===== config.mk =====
export PLATFORM = sky130hd
export DESIGN_NAME = max_heap_priority_queue
export DESIGN_NICKNAME = d
export VERILOG_FILES = /design/src/hw/rtl/hpq_pkg.sv /design/src/hw/rtl/max_heap_priority_queue.sv /design/src/hw/rtl/hpq_ram.sv
export SDC_FILE = /design/constraint.sdc
export NUM_CORES = 2
export LEC_CHECK = 0
export BUFFER_PORTS_ARGS = -buffer_cell sky130_fd_sc_hd__buf_4
export CORE_MARGIN = 3
export CORE_UTILIZATION = 45
export CTS_CLUSTER_SIZE = 8
export DETAILED_ROUTE_END_ITERATION = 16
export GPL_TIMING_DRIVEN = 0
export PLACE_DENSITY = 0.67
export REMOVE_ABC_BUFFERS = 1
export SYNTH_ARGS = -nofsm -noshare
export SYNTH_HDL_FRONTEND = slang
export SYNTH_SLANG_ARGS = --single-unit
export TNS_END_PERCENT = 10

===== constraint.sdc =====
create_clock -name clock -period 8.7 [get_ports clock]
set_clock_uncertainty 0.15 [all_clocks]
set_input_delay 1.74 -clock clock [delete_from_list [all_inputs] [get_ports clock]]
set_output_delay 1.74 -clock clock [all_outputs]
set_load 0.01 [all_outputs]

===== src/hw/rtl/hpq_pkg.sv =====
// ----------------------------------------------------------------------------
// hpq_pkg
// Shared types, codes and helpers for the binary max-heap priority queue.
// ----------------------------------------------------------------------------
`default_nettype none

package hpq_pkg;

   localparam int HEAP_DEPTH_DEFAULT = 64;

   localparam int FIELD_W = 16;
   localparam int KEY_W   = 2 * FIELD_W;

   // Operation codes
   localparam logic OP_ENQUEUE = 1'b0;
   localparam logic OP_DEQUEUE = 1'b1;

   // Status codes
   localparam logic [1:0] STATUS_OK    = 2'd0;
   localparam logic [1:0] STATUS_FULL  = 2'd1;
   localparam logic [1:0] STATUS_EMPTY = 2'd2;

   typedef struct packed {
      logic [FIELD_W-1:0] id;
      logic [FIELD_W-1:0] prio;
      logic [FIELD_W-1:0] aux;
   } job_type;

   localparam int JOB_W = $bits(job_type);

   typedef enum logic [2:0] {
      ST_IDLE,
      ST_UP,
      ST_PUT,
      ST_DN_ROOT,
      ST_DN_LAST,
      ST_DN_LEFT,
      ST_DN_RIGHT,
      ST_DONE
   } state_type;

   // Ordering key: primary priority, then id
   function automatic logic [KEY_W-1:0] job_key(input job_type j);
      return {j.prio, j.id};
   endfunction

endpackage

`default_nettype wire


===== src/hw/rtl/max_heap_priority_queue.sv =====
// ----------------------------------------------------------------------------
// max_heap_priority_queue
// Binary max-heap of jobs ordered by (priority, id), held in one RAM and
// sifted by a small sequencer that compares (priority, id) keys.
// ----------------------------------------------------------------------------
// Sequence (accept to rsp_valid): full or empty cases go straight to DONE;
//   enqueue reads parents in UP, then PUT; dequeue reads root and last job,
//   then left and right children per level (sharing the one RAM read port).
// Throughput: one item at a time; req_ready is high only while idle, so a new
//   item is taken only once the last one's response has left DONE.
// Reset: synchronous, clears job count and control state; RAM is not cleared.
// ----------------------------------------------------------------------------
`default_nettype none

module max_heap_priority_queue
   import hpq_pkg::*;
#(
   parameter int HEAP_DEPTH = HEAP_DEPTH_DEFAULT
) (
   input  wire logic                            clock,
   input  wire logic                            reset,
   // request channel
   input  wire logic                            req_valid,
   output      logic                            req_ready,
   input  wire logic                            req_opcode,
   input  wire logic [FIELD_W-1:0]              req_new_id,
   input  wire logic [FIELD_W-1:0]              req_new_priority,
   input  wire logic [FIELD_W-1:0]              req_new_aux_priority,
   // response channel
   output      logic                            rsp_valid,
   input  wire logic                            rsp_ready,
   output      logic [1:0]                      rsp_status,
   output      logic [FIELD_W-1:0]              rsp_out_id,
   output      logic [FIELD_W-1:0]              rsp_out_priority,
   output      logic [FIELD_W-1:0]              rsp_out_aux_priority,
   output      logic [$clog2(HEAP_DEPTH+1)-1:0] rsp_occupancy
);

   localparam int AW = $clog2(HEAP_DEPTH);     // RAM address
   localparam int CW = $clog2(HEAP_DEPTH + 1); // job count
   localparam int IW = AW + 2;                 // child index, may overrun

   // ---------------------------------------------------------------------
   // Index helpers
   // ---------------------------------------------------------------------
   function automatic logic [AW-1:0] parent_of(input logic [AW-1:0] p);
      return (p - AW'(1)) >> 1;
   endfunction

   function automatic logic [IW-1:0] left_of(input logic [AW-1:0] p);
      return (IW'(p) << 1) + IW'(1);
   endfunction

   // ---------------------------------------------------------------------
   // State
   // ---------------------------------------------------------------------
   state_type        state_ff, state_in;
   logic [CW-1:0]    count_ff, count_in;
   logic [AW-1:0]    pos_ff, pos_in;     // current hole in the heap
   job_type          cur_ff, cur_in;     // job being sifted
   job_type          lbuf_ff, lbuf_in;   // left child during sift-down
   logic [1:0]       res_status_ff, res_status_in;
   job_type          res_job_ff, res_job_in;

   logic             rsp_valid_ff, rsp_valid_in;
   logic [1:0]       rsp_status_ff, rsp_status_in;
   job_type          rsp_job_ff, rsp_job_in;
   logic [CW-1:0]    rsp_occ_ff, rsp_occ_in;

   // RAM port
   logic             ram_wr_en;
   logic [AW-1:0]    ram_wr_addr;
   job_type          ram_wr_data;
   logic             ram_rd_en;
   logic [AW-1:0]    ram_rd_addr;
   logic [JOB_W-1:0] ram_rd_raw;
   job_type          ram_rd_job;

   assign ram_rd_job = job_type'(ram_rd_raw);

   hpq_ram #(
      .WIDTH (JOB_W),
      .DEPTH (HEAP_DEPTH)
   ) u_job_ram (
      .clock   (clock),
      .wr_en   (ram_wr_en),
      .wr_addr (ram_wr_addr),
      .wr_data (ram_wr_data),
      .rd_en   (ram_rd_en),
      .rd_addr (ram_rd_addr),
      .rd_data (ram_rd_raw)
   );

   // ---------------------------------------------------------------------
   // Sift datapath terms
   // ---------------------------------------------------------------------
   job_type          req_job;
   logic [AW-1:0]    up_idx;       // parent of current hole
   logic [IW-1:0]    left_idx;     // children of current hole
   logic [IW-1:0]    right_idx;
   logic             has_left;
   logic             has_right;
   logic             pick_right;
   job_type          best_job;
   logic [AW-1:0]    best_idx;
   logic [IW-1:0]    next_left;

   assign req_job    = '{id: req_new_id, prio: req_new_priority,
                         aux: req_new_aux_priority};
   assign up_idx     = parent_of(pos_ff);
   assign left_idx   = left_of(pos_ff);
   assign right_idx  = left_idx + IW'(1);
   assign has_left   = left_idx < IW'(count_ff);
   assign has_right  = right_idx < IW'(count_ff);
   // Larger child wins; on equal keys the left one is kept
   assign pick_right = has_right && (job_key(ram_rd_job) > job_key(lbuf_ff));
   assign best_job   = pick_right ? ram_rd_job : lbuf_ff;
   assign best_idx   = pick_right ? AW'(right_idx) : AW'(left_idx);
   assign next_left  = left_of(best_idx);

   // ---------------------------------------------------------------------
   // Sequencer
   // ---------------------------------------------------------------------
   always_ff @(posedge clock) begin
      if (reset) begin
         state_ff     <= ST_IDLE;
         count_ff     <= '0;
         rsp_valid_ff <= 1'b0;
      end else begin
         state_ff     <= state_in;
         count_ff     <= count_in;
         rsp_valid_ff <= rsp_valid_in;
      end
   end

   always_ff @(posedge clock) begin
      pos_ff        <= pos_in;
      cur_ff        <= cur_in;
      lbuf_ff       <= lbuf_in;
      res_status_ff <= res_status_in;
      res_job_ff    <= res_job_in;
      rsp_status_ff <= rsp_status_in;
      rsp_job_ff    <= rsp_job_in;
      rsp_occ_ff    <= rsp_occ_in;
   end

   always_comb begin
      state_in      = state_ff;
      count_in      = count_ff;
      pos_in        = pos_ff;
      cur_in        = cur_ff;
      lbuf_in       = lbuf_ff;
      res_status_in = res_status_ff;
      res_job_in    = res_job_ff;
      rsp_valid_in  = rsp_valid_ff && !rsp_ready;
      rsp_status_in = rsp_status_ff;
      rsp_job_in    = rsp_job_ff;
      rsp_occ_in    = rsp_occ_ff;
      ram_wr_en     = 1'b0;
      ram_wr_addr   = pos_ff;
      ram_wr_data   = cur_ff;
      ram_rd_en     = 1'b0;
      ram_rd_addr   = up_idx;
      req_ready     = 1'b0;

      unique case (state_ff)
         ST_IDLE: begin
            req_ready = 1'b1;
            if (req_valid) begin
               res_status_in = STATUS_OK;
               res_job_in    = '0;
               if (req_opcode == OP_ENQUEUE) begin
                  if (count_ff == CW'(HEAP_DEPTH)) begin
                     res_status_in = STATUS_FULL;
                     state_in      = ST_DONE;
                  end else begin
                     // new job goes in the hole at the end of the heap
                     cur_in   = req_job;
                     pos_in   = AW'(count_ff);
                     count_in = count_ff + CW'(1);
                     if (count_ff == '0) begin
                        state_in = ST_PUT;
                     end else begin
                        ram_rd_en   = 1'b1;
                        ram_rd_addr = parent_of(AW'(count_ff));
                        state_in    = ST_UP;
                     end
                  end
               end else begin
                  if (count_ff == '0) begin
                     res_status_in = STATUS_EMPTY;
                     state_in      = ST_DONE;
                  end else begin
                     count_in    = count_ff - CW'(1);
                     pos_in      = '0;
                     ram_rd_en   = 1'b1;
                     ram_rd_addr = '0;
                     state_in    = ST_DN_ROOT;
                  end
               end
            end
         end

         ST_UP: begin
            // read data is the parent of the hole
            if (job_key(cur_ff) > job_key(ram_rd_job)) begin
               ram_wr_en   = 1'b1;
               ram_wr_data = ram_rd_job;
               pos_in      = up_idx;
               if (up_idx == '0) begin
                  state_in = ST_PUT;
               end else begin
                  ram_rd_en   = 1'b1;
                  ram_rd_addr = parent_of(up_idx);
               end
            end else begin
               state_in = ST_PUT;
            end
         end

         ST_PUT: begin
            ram_wr_en = 1'b1;
            state_in  = ST_DONE;
         end

         ST_DN_ROOT: begin
            res_job_in  = ram_rd_job;
            // count already decremented: it indexes the last job
            ram_rd_en   = 1'b1;
            ram_rd_addr = AW'(count_ff);
            state_in    = ST_DN_LAST;
         end

         ST_DN_LAST: begin
            cur_in = ram_rd_job;
            if (count_ff == '0) begin
               state_in = ST_DONE;
            end else if (has_left) begin
               ram_rd_en   = 1'b1;
               ram_rd_addr = AW'(left_idx);
               state_in    = ST_DN_LEFT;
            end else begin
               state_in = ST_PUT;
            end
         end

         ST_DN_LEFT: begin
            lbuf_in = ram_rd_job;
            if (has_right) begin
               ram_rd_en   = 1'b1;
               ram_rd_addr = AW'(right_idx);
            end
            state_in = ST_DN_RIGHT;
         end

         ST_DN_RIGHT: begin
            if (job_key(best_job) > job_key(cur_ff)) begin
               ram_wr_en   = 1'b1;
               ram_wr_data = best_job;
               pos_in      = best_idx;
               if (next_left < IW'(count_ff)) begin
                  ram_rd_en   = 1'b1;
                  ram_rd_addr = AW'(next_left);
                  state_in    = ST_DN_LEFT;
               end else begin
                  state_in = ST_PUT;
               end
            end else begin
               state_in = ST_PUT;
            end
         end

         ST_DONE: begin
            if (!rsp_valid_ff || rsp_ready) begin
               rsp_valid_in  = 1'b1;
               rsp_status_in = res_status_ff;
               rsp_job_in    = res_job_ff;
               rsp_occ_in    = count_ff;
               state_in      = ST_IDLE;
            end
         end

         default: begin
            state_in = ST_IDLE;
         end
      endcase
   end

   assign rsp_valid            = rsp_valid_ff;
   assign rsp_status           = rsp_status_ff;
   assign rsp_out_id           = rsp_job_ff.id;
   assign rsp_out_priority     = rsp_job_ff.prio;
   assign rsp_out_aux_priority = rsp_job_ff.aux;
   assign rsp_occupancy        = rsp_occ_ff;

   // ---------------------------------------------------------------------
   // Assertions
   // ---------------------------------------------------------------------
   a_count_bound : assert property (@(posedge clock) disable iff (reset)
      count_ff <= CW'(HEAP_DEPTH))
      else $error("job count exceeds heap depth");

   a_busy_after_accept : assert property (@(posedge clock) disable iff (reset)
      req_valid && req_ready |=> !req_ready)
      else $error("request taken while a sift is in progress");

   a_no_write_idle : assert property (@(posedge clock) disable iff (reset)
      state_ff == ST_IDLE |-> !ram_wr_en)
      else $error("RAM written while idle");

   a_rsp_from_done : assert property (@(posedge clock) disable iff (reset)
      $rose(rsp_valid_ff) |-> $past(state_ff) == ST_DONE)
      else $error("response raised outside of completion");

   a_empty_occ : assert property (@(posedge clock) disable iff (reset)
      rsp_valid_ff && rsp_status_ff == STATUS_EMPTY |-> rsp_occ_ff == '0)
      else $error("empty dequeue reports nonzero occupancy");

endmodule

`default_nettype wire


===== src/hw/rtl/hpq_ram.sv =====
// ----------------------------------------------------------------------------
// hpq_ram
// Generic single-write, single-read RAM with registered read data.
// ----------------------------------------------------------------------------
`default_nettype none

module hpq_ram #(
   parameter int WIDTH = 48,
   parameter int DEPTH = 64
) (
   input  wire logic                     clock,
   input  wire logic                     wr_en,
   input  wire logic [$clog2(DEPTH)-1:0] wr_addr,
   input  wire logic [WIDTH-1:0]         wr_data,
   input  wire logic                     rd_en,
   input  wire logic [$clog2(DEPTH)-1:0] rd_addr,
   output      logic [WIDTH-1:0]         rd_data
);

   logic [WIDTH-1:0] mem_ff [DEPTH];
   logic [WIDTH-1:0] rd_data_ff;

   always_ff @(posedge clock) begin
      if (wr_en) begin
         mem_ff[wr_addr] <= wr_data;
      end
      if (rd_en) begin
         rd_data_ff <= mem_ff[rd_addr];
      end
   end

   assign rd_data = rd_data_ff;

endmodule

`default_nettype wire

==> out/metrics.yaml <==
outcome:
  status: "finished with violations"
  violations: "negative setup slack"
setup_path:
  max_stage_delay_ns: 0.59
  arrival_ns: 9.54
  crit_path_frequent_cell: "buf_12"
  start_kind: "register"
  cp-startpoint: "u_job_ram.rd_data[17]"
  r2r-start: "u_job_ram.rd_data[17]"
  critPathSlowestCell: "or4_1"
  worst-endpoint-required_ns: 9.23
  path_class: "reg2reg"
  crit_family: "compound AO/OA/AOI/OAI gates"
  cp_max_fo: 21
  cp-end-kind: "register"
  path_buf_inv: 8
floorplanning:
  dieHeight_um: 544.5
  initial_utilization_pct: 45.24
  core-area_mm2: 0.2884
  rows: 197
  die_width_um: 544.5
  dieArea_mm2: 0.2964
  ioPinCount: 112
synthesis:
  synth_seq_cells: 3340
  synth_most_common_cell: "edfxtp_1"
  synth_cell_types: 69
  yosysSeqAreaShare_pct: 76.78
  async_flop_share_pct: 0
  ys.flop_type: "edfxtp_1"
  syn_avg_cell_area_um2: 21.53
  synth_edf_count: 3329
  synth_top_area_share_pct: 76.62
  synthTopCellsByCount: "edfxtp_1 (3329), mux4_2 (769), a22oi_1 (197)"
  synthTopCellsByArea: "edfxtp_1 (77%), mux4_2 (13%), mux2i_1 (1.5%)"
  ys_warn_count: 0
  post_synth_inst_count: 6060
  yosys.area.top_type: "edfxtp_1"
  netlist_area_mm2: 0.1305
cts:
  clock_latency_ns: 1.00
  clock_sinks: 3340
  postCtsHoldBufs: 0
  cts_buffer_depth: 4
  cts.root.buffer_cell: "clkbuf_16"
  path_clk_slew_ns: 0.05
  cts_tree: "built"
  htreeDepth: 5
  cts_inserted_buffers: 468
detailed_routing:
  wl_per_cell_um: 36.72
  drtIter0Drc: 11950
  vias_per_cell: 6.635
  num_vias: 70400
  drc: 0
  drt-total-wl_um: 389700
  drt_first_pass_iters: 10
  drtAntennaViolNets: 0
finish:
  syn2layout_area_growth_pct: 19.59
  fillCellCount: 20930
  drive_gt1_share_pct: 30.15
  multi_input_area_mm2: 0.02931
  nets: 6975
  seqCellArea_mm2: 0.1002
run:
  drv_cap: 0
global_route:
  antenna_found_initial: 6
  grt_overflow_total: 0
  grtUsageTotal_pct: 26.11
  grt_max_degree: 65
  grt_pass1_wl_um: 540000
  grt_pass1_vias: 69920
min_path:
  hp-class: "reg2reg"
  min_from: "res_job_ff[24]"
place:
  place_ws_ns: -2.815
  io_buffers: 111
  place_congestion: 0.8578
  dp_hpwl_um: 250800
sta:
  tightestPinTransition_ns: 1.240
  holdWs_ns: 0.2657
  layout_setup_ws_ns: -0.3135
  hold_viol_final: 0
  max_freq_mhz: 110.9
  finalCriticalPeriod_ns: 9.014
  post-route-period-util_pct: 103.6
  slew_violations: 0
  max_slew_margin_pct: 16.46
  finalSetupViolCount: 27
  fin_tns_setup_ns: -4.671
==> cells in the final DEF, fill, tap and decap left out, types with 96 or more instances in the layout <==
| cell | Yosys | routed |
|---|---|---|
| o22ai_1 | 97 | 96 |
| mux2i_1 | 192 | 192 |
| a21oi_1 | 155 | 152 |
| inv_1 | 133 | 117 |
| edfxtp_1 | 3329 | 3329 |
| mux4_2 | 769 | 769 |
| ha_1 | 127 | 124 |
| buf_12 | 0 | 220 |
| clkbuf_16 | 0 | 473 |
| a22oi_1 | 197 | 195 |
| buf_4 | 33 | 147 |
==> sequential cells by signal, summed over array words and instances, names as in the netlist <==
| register | cells |
|---|---|
| lbuf_ff | 48 |
| state_ff | 3 |
| u_job_ram.rd_data | 48 |
| cur_ff | 48 |
| rsp_out_aux_priority | 16 |
| count_ff | 7 |
| rsp_occupancy | 7 |
| rsp_status | 2 |
| res_job_ff | 48 |
| pos_ff | 6 |
| rsp_out_priority | 16 |
| res_status_ff | 2 |
| rsp_valid | 1 |
| rsp_out_id | 16 |
| u_job_ram.mem_ff | 3072 |
==> area by class of cell <==
type                    instances  area share (%)
well taps                    3781           3.032
clock inverters                12         0.07457
clock buffers                 490           7.613
diodes                          4        0.006415
multi-input cells            2269           18.78
repair buffers                582           5.964
flip-flops and latches       3340           64.20
inverters                     133          0.3215
==> routing by layer <==
metal	vias up	GRT usage, %	share of wire [%]
li1	26890	-	-
met1	36740	34.92	36
met2	5545	39.44	46
met3	1228	8.287	13
met4	2	11.66	5.2
met5	-	0.01623	0.0033
==> what timing repair did <==
item                        CTS  global route
gates resized for setup      41            27
setup endpoints to repair  6089            41
pin swaps                    19            10
hold endpoints to repair      0             0
gates cloned                  1             1
buffers inserted             32             8
==> worst paths after layout <==
kind / end / slack [ns] / cells after the start
setup / recovery: u_job_ram.rd_data[1] / -0.31 / 28
hold / removal: rsp_out_priority[8] / 0.27 / 0
setup reg to reg: u_job_ram.rd_data[1] / -0.31 / 28
hold reg to reg: rsp_out_priority[8] / 0.27 / 0
==> through the flow <==
stage               instance area, um^2  utilization, %  instances
floorplan                        129100               -       5741
global placement                 134600           46.68       9633
detailed placement               143500           49.75      10070
CTS                              155900           54.06      10610
global route                     156000           54.11      10610
finish                           156000           54.11      10610
==> cells by family (layout without fill, tap and decap cells) <==
logic type | count (synthesis) | in the layout | share of synthesized area, %
buffers and inverters | 452 | 1217 | 1.472
and+or+nand+nor | 458 | 458 | 1.800
adders and majority gates | 128 | 128 | 1.233
muxes | 1011 | 1011 | 15.18
AOI/OAI and AO/OA | 648 | 649 | 3.377
xor gates and xnor gates | 23 | 23 | 0.1544
DFF | 3340 | 3340 | 76.78
other | 0 | 4 | 0
Power is not shown: default switching activity piles up to over one toggle a cycle in this logic, so the estimate is an artifact.
